### src/sv/pscsa_pkg.sv
// Package for the projected sub-chain size accumulator.
// Holds field widths, register indexes, derived arithmetic widths and the
// command bundle that the controller sends to the datapath. No dependencies.
package pscsa_pkg;

  localparam int unsigned MAX_CHAIN_LEN = 1024;

  localparam int unsigned LEN_W   = 11;
  localparam int unsigned DIR_W   = 18;
  localparam int unsigned BOND_W  = 20;
  localparam int unsigned TOTAL_W = 63;
  localparam int unsigned COUNT_W = 20;
  localparam int unsigned CFG_W   = DIR_W;

  localparam int unsigned CFG_IDX_W = 2;
  localparam logic [CFG_IDX_W-1:0] CFG_CHAIN_LENGTH = 2'd0;
  localparam logic [CFG_IDX_W-1:0] CFG_DIR_X        = 2'd1;
  localparam logic [CFG_IDX_W-1:0] CFG_DIR_Y        = 2'd2;
  localparam logic [CFG_IDX_W-1:0] CFG_DIR_Z        = 2'd3;

  localparam logic [LEN_W-1:0] LEN_RESET = 11'd2;
  localparam logic [DIR_W-1:0] DIRX_RESET = 18'd0;
  localparam logic [DIR_W-1:0] DIRY_RESET = 18'd0;
  localparam logic [DIR_W-1:0] DIRZ_RESET = 18'd65536;

  localparam logic [LEN_W-1:0] LEN_MIN = 11'd2;
  localparam logic [LEN_W-1:0] LEN_MAX = LEN_W'(MAX_CHAIN_LEN);

  // Bond position and bond index width.
  localparam int unsigned POS_W = $clog2(MAX_CHAIN_LEN);

  // Projection arithmetic.
  localparam int unsigned FRAC_W = 16;
  localparam int unsigned MAC_W  = BOND_W + DIR_W;
  localparam int unsigned ACC_W  = MAC_W + 2;
  localparam int unsigned P_W    = ACC_W - FRAC_W;
  localparam logic [ACC_W-1:0] ROUND_HALF = ACC_W'(1) << (FRAC_W - 1);

  // Prefix sums and the closed-form increment.
  localparam int unsigned NP_W   = 32;
  localparam int unsigned PSQ_W  = 2 * NP_W - 1;
  localparam int unsigned S1_W   = NP_W + POS_W;
  localparam int unsigned S2_W   = 64;
  localparam int unsigned HALF_W = S1_W / 2;
  localparam int unsigned KP_W   = PSQ_W + POS_W;
  localparam int unsigned A_W    = KP_W + 1;
  localparam int unsigned X_W    = NP_W + 2 * HALF_W;
  localparam int unsigned B_W    = X_W + 1;
  localparam int unsigned INC_W  = B_W + 1;
  localparam int unsigned SUM_W  = INC_W + 1;

  localparam logic [TOTAL_W-1:0] TOTAL_MAX = {TOTAL_W{1'b1}};
  localparam logic [COUNT_W-1:0] COUNT_MAX = {COUNT_W{1'b1}};

  typedef enum logic [1:0] {
    AXIS_X,
    AXIS_Y,
    AXIS_Z
  } axis_e;

  typedef struct packed {
    logic  load;
    logic  mac;
    axis_e axis;
    logic  rnd;
    logic  sq;
    logic  km;
    logic  xl;
    logic  xh;
    logic  add;
    logic  inc;
    logic  fin;
  } cmd_t;

endpackage

### src/sv/pscsa_ctrl.sv
// Sequencing controller for the accumulator: steps one bond through the
// datapath and owns the output valid flag. Depends on pscsa_pkg.
module pscsa_ctrl import pscsa_pkg::*; (
  input  logic clk_i,
  input  logic rst_ni,
  input  logic in_valid_i,
  output logic in_ready_o,
  output logic out_valid_o,
  input  logic out_ready_i,
  output cmd_t cmd_o
);

  localparam logic [3:0] S_IDLE = 4'd0;
  localparam logic [3:0] S_MX   = 4'd1;
  localparam logic [3:0] S_MY   = 4'd2;
  localparam logic [3:0] S_MZ   = 4'd3;
  localparam logic [3:0] S_NP   = 4'd4;
  localparam logic [3:0] S_SQ   = 4'd5;
  localparam logic [3:0] S_KM   = 4'd6;
  localparam logic [3:0] S_XL   = 4'd7;
  localparam logic [3:0] S_XH   = 4'd8;
  localparam logic [3:0] S_AD   = 4'd9;
  localparam logic [3:0] S_IC   = 4'd10;
  localparam logic [3:0] S_FIN  = 4'd11;

  logic [3:0] state_q, state_d;
  logic       out_valid_q, out_valid_d;
  logic       slot_free;

  assign slot_free   = !out_valid_q || out_ready_i;
  assign in_ready_o  = (state_q == S_IDLE);
  assign out_valid_o = out_valid_q;

  always_comb begin
    cmd_o      = '0;
    cmd_o.axis = AXIS_X;
    state_d    = state_q;
    case (state_q)
      S_IDLE: begin
        if (in_valid_i) begin
          cmd_o.load = 1'b1;
          state_d    = S_MX;
        end
      end
      S_MX: begin
        cmd_o.mac  = 1'b1;
        cmd_o.axis = AXIS_X;
        state_d    = S_MY;
      end
      S_MY: begin
        cmd_o.mac  = 1'b1;
        cmd_o.axis = AXIS_Y;
        state_d    = S_MZ;
      end
      S_MZ: begin
        cmd_o.mac  = 1'b1;
        cmd_o.axis = AXIS_Z;
        state_d    = S_NP;
      end
      S_NP: begin
        cmd_o.rnd = 1'b1;
        state_d   = S_SQ;
      end
      S_SQ: begin
        cmd_o.sq = 1'b1;
        state_d  = S_KM;
      end
      S_KM: begin
        cmd_o.km = 1'b1;
        state_d  = S_XL;
      end
      S_XL: begin
        cmd_o.xl = 1'b1;
        state_d  = S_XH;
      end
      S_XH: begin
        cmd_o.xh = 1'b1;
        state_d  = S_AD;
      end
      S_AD: begin
        cmd_o.add = 1'b1;
        state_d   = S_IC;
      end
      S_IC: begin
        cmd_o.inc = 1'b1;
        state_d   = S_FIN;
      end
      S_FIN: begin
        if (slot_free) begin
          cmd_o.fin = 1'b1;
          state_d   = S_IDLE;
        end
      end
      default: begin
        state_d = S_IDLE;
      end
    endcase
  end

  always_comb begin
    if (cmd_o.fin) begin
      out_valid_d = 1'b1;
    end else if (out_ready_i) begin
      out_valid_d = 1'b0;
    end else begin
      out_valid_d = out_valid_q;
    end
  end

  always_ff @(posedge clk_i or negedge rst_ni) begin
    if (!rst_ni) begin
      state_q     <= S_IDLE;
      out_valid_q <= 1'b0;
    end else begin
      state_q     <= state_d;
      out_valid_q <= out_valid_d;
    end
  end

  a_accept_starts: assert property (@(posedge clk_i) disable iff (!rst_ni)
    (in_valid_i && in_ready_o) |=> (state_q == S_MX))
    else $error("accepted bond did not start the projection");

  a_fin_waits: assert property (@(posedge clk_i) disable iff (!rst_ni)
    (state_q == S_FIN && out_valid_q && !out_ready_i) |=> (state_q == S_FIN && out_valid_q))
    else $error("result finished while the output slot was occupied");

  a_valid_from_fin: assert property (@(posedge clk_i) disable iff (!rst_ni)
    $rose(out_valid_q) |-> ($past(state_q) == S_FIN))
    else $error("output valid rose outside the final step");

endmodule

### config.mk
export PLATFORM = sky130hd
export DESIGN_NAME = pscsa_ctrl
export DESIGN_NICKNAME = d
export VERILOG_FILES = /design/src/sv/pscsa_pkg.sv /design/src/sv/pscsa_ctrl.sv
export SDC_FILE = /design/constraint.sdc
export NUM_CORES = 1
export LEC_CHECK = 0
export ABC_AREA = 1
export BUFFER_PORTS_ARGS = -buffer_cell sky130_fd_sc_hd__buf_2
export CAP_MARGIN = 20
export CORE_AREA = 2 2 39 41
export DETAILED_ROUTE_END_ITERATION = 10
export DIE_AREA = 0 0 41 43
export PLACE_DENSITY = 0.63
export REMOVE_ABC_BUFFERS = 1
export SYNTH_ARGS = -nofsm -noshare
export SYNTH_HDL_FRONTEND = slang
export SYNTH_SLANG_ARGS = --single-unit
### constraint.sdc
create_clock -name clk_i -period 0.94 [get_ports clk_i]
set_input_delay 0.141 -clock clk_i [delete_from_list [all_inputs] [get_ports clk_i]]
set_output_delay 0.141 -clock clk_i [all_outputs]
set_load 0.05 [all_outputs]
Word level (Yosys, flattened, before mapping)
Cells that the tools add are included.

cells by class
  reduce and logical (&&, ||, !) cells = 5
  mux-type cells = 17
  equality and inequality tests = 13

operators by type and width
  cell                count
  $pmux 4 s12         1
  $eq 4x3->1 const B  4
  $eq 4x4->1 const B  4
  $mux 1              13
  $pmux 3 s3          1
  $eq 4x2->1 const B  2
  $mux 4              2
  $eq 4x1->1 const B  1
  $logic_not 4->1     1
  $ne 2x2->1 const B  2
  $reduce_and 2->1    1
  $reduce_bool 2->1   1
  $logic_not 1->1     1
  $logic_or 1x1->1    1

word-level totals
  flip-flop bits (word level) = 5
  logic and storage cells = 37
  input port bits = 4
  output and inout bits = 14

Longest topological paths before layout
  word-level depth = 5
  gate-level depth with buffers = 6
  mapped depth without buffers = 6

Worst setup path before layout
Ideal clock, no wire load.

  path type = register to register
  from = reg state_q[0]
  to = reg state_q[3]
  setup time = 70 ps
  arrival time = 1431 ps
  clock period less this slack = 1500 ps
  buffers on the path = 0
  cell stages (with the launch flop) = 6
  path slack = -560 ps
  required time = 870 ps
  cells stage by stage = dfrtp_1 inv_2 nand2_1 nor2_1 nor2_1 nand3_1

on the way
  word-level cells in the longest chain between the ends = 3
  elaborated cells on any way between the ends = 16
  classes of those cells = eq/ne: 13; mux: 1; reduce/logical: 2

ends and longest elaborated chain
  item                                                  RTL line           text
  from (decl)                                           pscsa_ctrl.sv:26   logic [3:0] state_q, state_d;
  from (signal assigned)                                pscsa_ctrl.sv:115  state_q <= state_d;
  $eq 4x4->1 / $logic_not 4->1 (equally long branches)  pscsa_ctrl.sv:38   case (state_q)
  $ne 2x2->1 (no line)                                  n/a
  $reduce_and 2->1 (no line)                            n/a

Parallel ways exist; a longest one is shown, timed or not.
A chain may end at the register's enable or synchronous reset.

==> impl_metrics.py <==
metrics = {
    "synthesis": {
        "syn-cell-area_sq_um": 367,
        "yosysWarnings": 0,
        "synth_top_area_share_pct": 34.1,
        "yosysSeqAreaShare_pct": 34.1,
        "synth_most_common_cell": "nor2_1",
        "synth.avg_cell_area_sq_um": 6.67,
        "synthTopCellsByArea": "dfrtp_1 (34%), nor2_1 (14%), nor2_2 (8.5%)",
        "netlist.top_cell.by_area": "dfrtp_1",
        "synth-edff-count": 0,
        "ys_ff_latch": 5,
        "synth_cell_types": 14,
        "async_flop_share_pct": 100,
        "synth_common_cells": "nor2_1 (14), nand2_1 (8), inv_1 (6), inv_2 (6)",
        "syn_inst": 55,
        "synthFlopType": "dfrtp_1",
    },
    "power": {
        "p_leak_nw": 0.381,
        "power_frac_comb_pct": 76.8,
        "p_sw_share_pct": 56.1,
        "p_sw_mw": 1.74,
        "power_frac_seq_pct": 15.2,
        "ir_drop_mv": 1.42,
        "p_per_area_mw_per_mm2": 3860,
        "clkPwrFrac_pct": 8.0,
        "p_int_mw": 1.36,
    },
    "grt": {
        "grt_pass1_wl_um": 1590,
        "grt_use_met3_pct": 4.19,
        "grt_pass1_vias": 421,
        "grt_max_degree": 6,
        "grt_util_met1_pct": 12.7,
        "top_usage_layer": "met2",
        "track_usage_pct": 14.0,
        "overflow": 0,
        "antenna_found_initial": 0,
        "gr-usage-met2_pct": 23.1,
    },
    "critical_path": {
        "rrSetupSlack_ps": -240,
        "critPathLaunchType": "register",
        "end_kind": "output pin",
        "crit_chain": "nor2_2 > nand2_2 > nor2_2 > buf_6",
        "cp.required_ps": 800,
        "slowest_stage": "dfrtp_2",
        "cp_top_family": "flip-flops",
        "arrival_ps": 1220,
        "cp_num_buf_inv": 1,
        "path_max_fanout": 4,
        "path_class": "register to output pin",
        "crit_top_cell": "nor2_2",
        "timing.critical_path.slowest_cell_delay_ps": 450,
    },
    "clocking": {
        "cts_inserted_buffers": 3,
        "clock_latency_ps": 240,
        "clk_pin_slew_ps": 40,
        "cts_root_buf": "clkbuf_4",
        "tritoncts": "yes",
        "cts_sinks": 5,
        "htree_levels": 1,
        "clockBufferDepth": 2,
    },
    "sta": {
        "setup_viol": 17,
        "skew_ps": 2.50,
        "worst_slew_pin_slew_ps": 153,
        "slew_headroom_pct": 89.8,
        "rsz0062_at_grt": "yes",
        "hold_violations": 0,
        "fmax_mhz": 735,
        "fin_crit_sh_pct": 145,
        "period_needed_ps": 1360,
        "layout_setup_ws_ps": -420,
        "tns_ps": -5620,
        "slew_viol_final": 0,
    },
    "placement": {
        "port-buffer-count": 17,
        "place.gp.congestion": 0.699,
        "post-dp-hpwl_um": 655,
        "post-place-ws_ps": -232,
    },
    "floorplanning": {
        "ios": 18,
        "die_height_um": 43,
        "num_rows": 14,
        "dieArea_sq_mm": 0.00176,
        "start_util_pct": 26.5,
        "die_w_um": 41,
        "coreArea_sq_mm": 0.00138,
    },
    "routing": {
        "drt-total-wl_um": 1190,
        "drc": 0,
        "ant_nets": 0,
        "vias": 438,
        "drt_pass1_iterations": 2,
        "drt-initial-drc-count": 4,
        "avgRoutedWirePerCell_um": 11.9,
        "viasPerCell": 4.38,
    },
    "run": {
        "maxCapViolations": 0,
    },
    "layout": {
        "n_antenna_cell": 0,
        "syn_to_final_growth_pct": 119,
        "n_fill_cell": 122,
        "final_nets": 89,
        "drive_gt1_share_pct": 78.6,
    },
    "worst_hold_path": {
        "hold_path_class": "input port to register",
    },
    "outcome": {
        "status": "complete, but fails checks",
        "violations": "negative setup slack",
    },
}
power by group through the flow:
stage          clock network [mW]  registers (mW)  logic, mW
2_1_floorplan                   0           0.442       1.18
3_3_place_gp                    0           0.396       1.58
3_5_place_dp                    0           0.402       1.57
4_1_cts                     0.258           0.430       2.13
5_1_grt                     0.271           0.483       2.52
6_report                    0.247           0.472       2.38
registers in the layout (all words and copies together) (netlist names):
name / count
out_valid_o: 1
state_q: 4
cells in the final DEF (no fill, tap or decap), drive strengths merged:
cell type	Yosys	final
buf	1	25
clkbuf	0	4
dfrtp	5	5
dlygate4sd3	0	1
inv	12	12
nand2	10	10
nand3	3	3
nor2	21	21
o21ai	3	3
timing repair:
| action | in CTS | in global routing |
|---|---|---|
| hold buffers | 1 | 0 |
| setup buffers | 3 | 0 |
| setup endpoints to repair | 18 | 18 |
| endpoints found under the hold margin | 5 | 0 |
| resized for setup | 51 | 23 |
| pin swaps | 4 | 5 |
worst paths after layout:
path / startpoint / endpoint / cells past startpoint
max reg2reg: state_q[0] / state_q[0] / 5
min: out_ready_i / out_valid_o / 2
max: state_q[0] / cmd_o[11] / 4
min reg2reg: out_valid_o / out_valid_o / 2
max in group asynchronous: rst_ni / state_q[3] / 2
min in group asynchronous: rst_ni / state_q[1] / 2
per-layer routing:
layer,up-vias,wire [um]
met2,16,735
met5,-,0
li1,218,-
met3,2,43
met4,0,9
met1,202,397
stage by stage:
stage          std cells  power, mW  util (%)  cell area (sq um)  hold WS, ps
3_3_place_gp          92       1.97      36.3                502        -41.1
6_report             100       3.10      58.0                802          120
2_1_floorplan         54       1.62         -                359         -155
5_1_grt              100       3.28      58.0                802          117
3_5_place_dp          92       1.98      36.3                502        -39.2
4_1_cts              100       2.82      52.2                722          100
logic make-up (layout without fill, tap and decap cells):
family	count (synthesis)	count (layout)	share of synthesized area, %
AND/OR/NAND/NOR	34	34	47.4
buffers and inverters	13	42	14.3
AO/OA/AOI/OAI	3	3	4.09
flip-flops	5	5	34.1
cell type report:
type                            count  area (sq um)  share of cell area [%]
Clock buffer                        4          26.3                    3.28
Multi-Input combinational cell     37           298                    37.1
Tap cell                           16          20.0                    2.50
Sequential cell                     5           130                    16.2
Inverter                           12          47.5                    5.93
Timing Repair Buffer               26           280                    34.9
(Power assumes the default switching activity.)
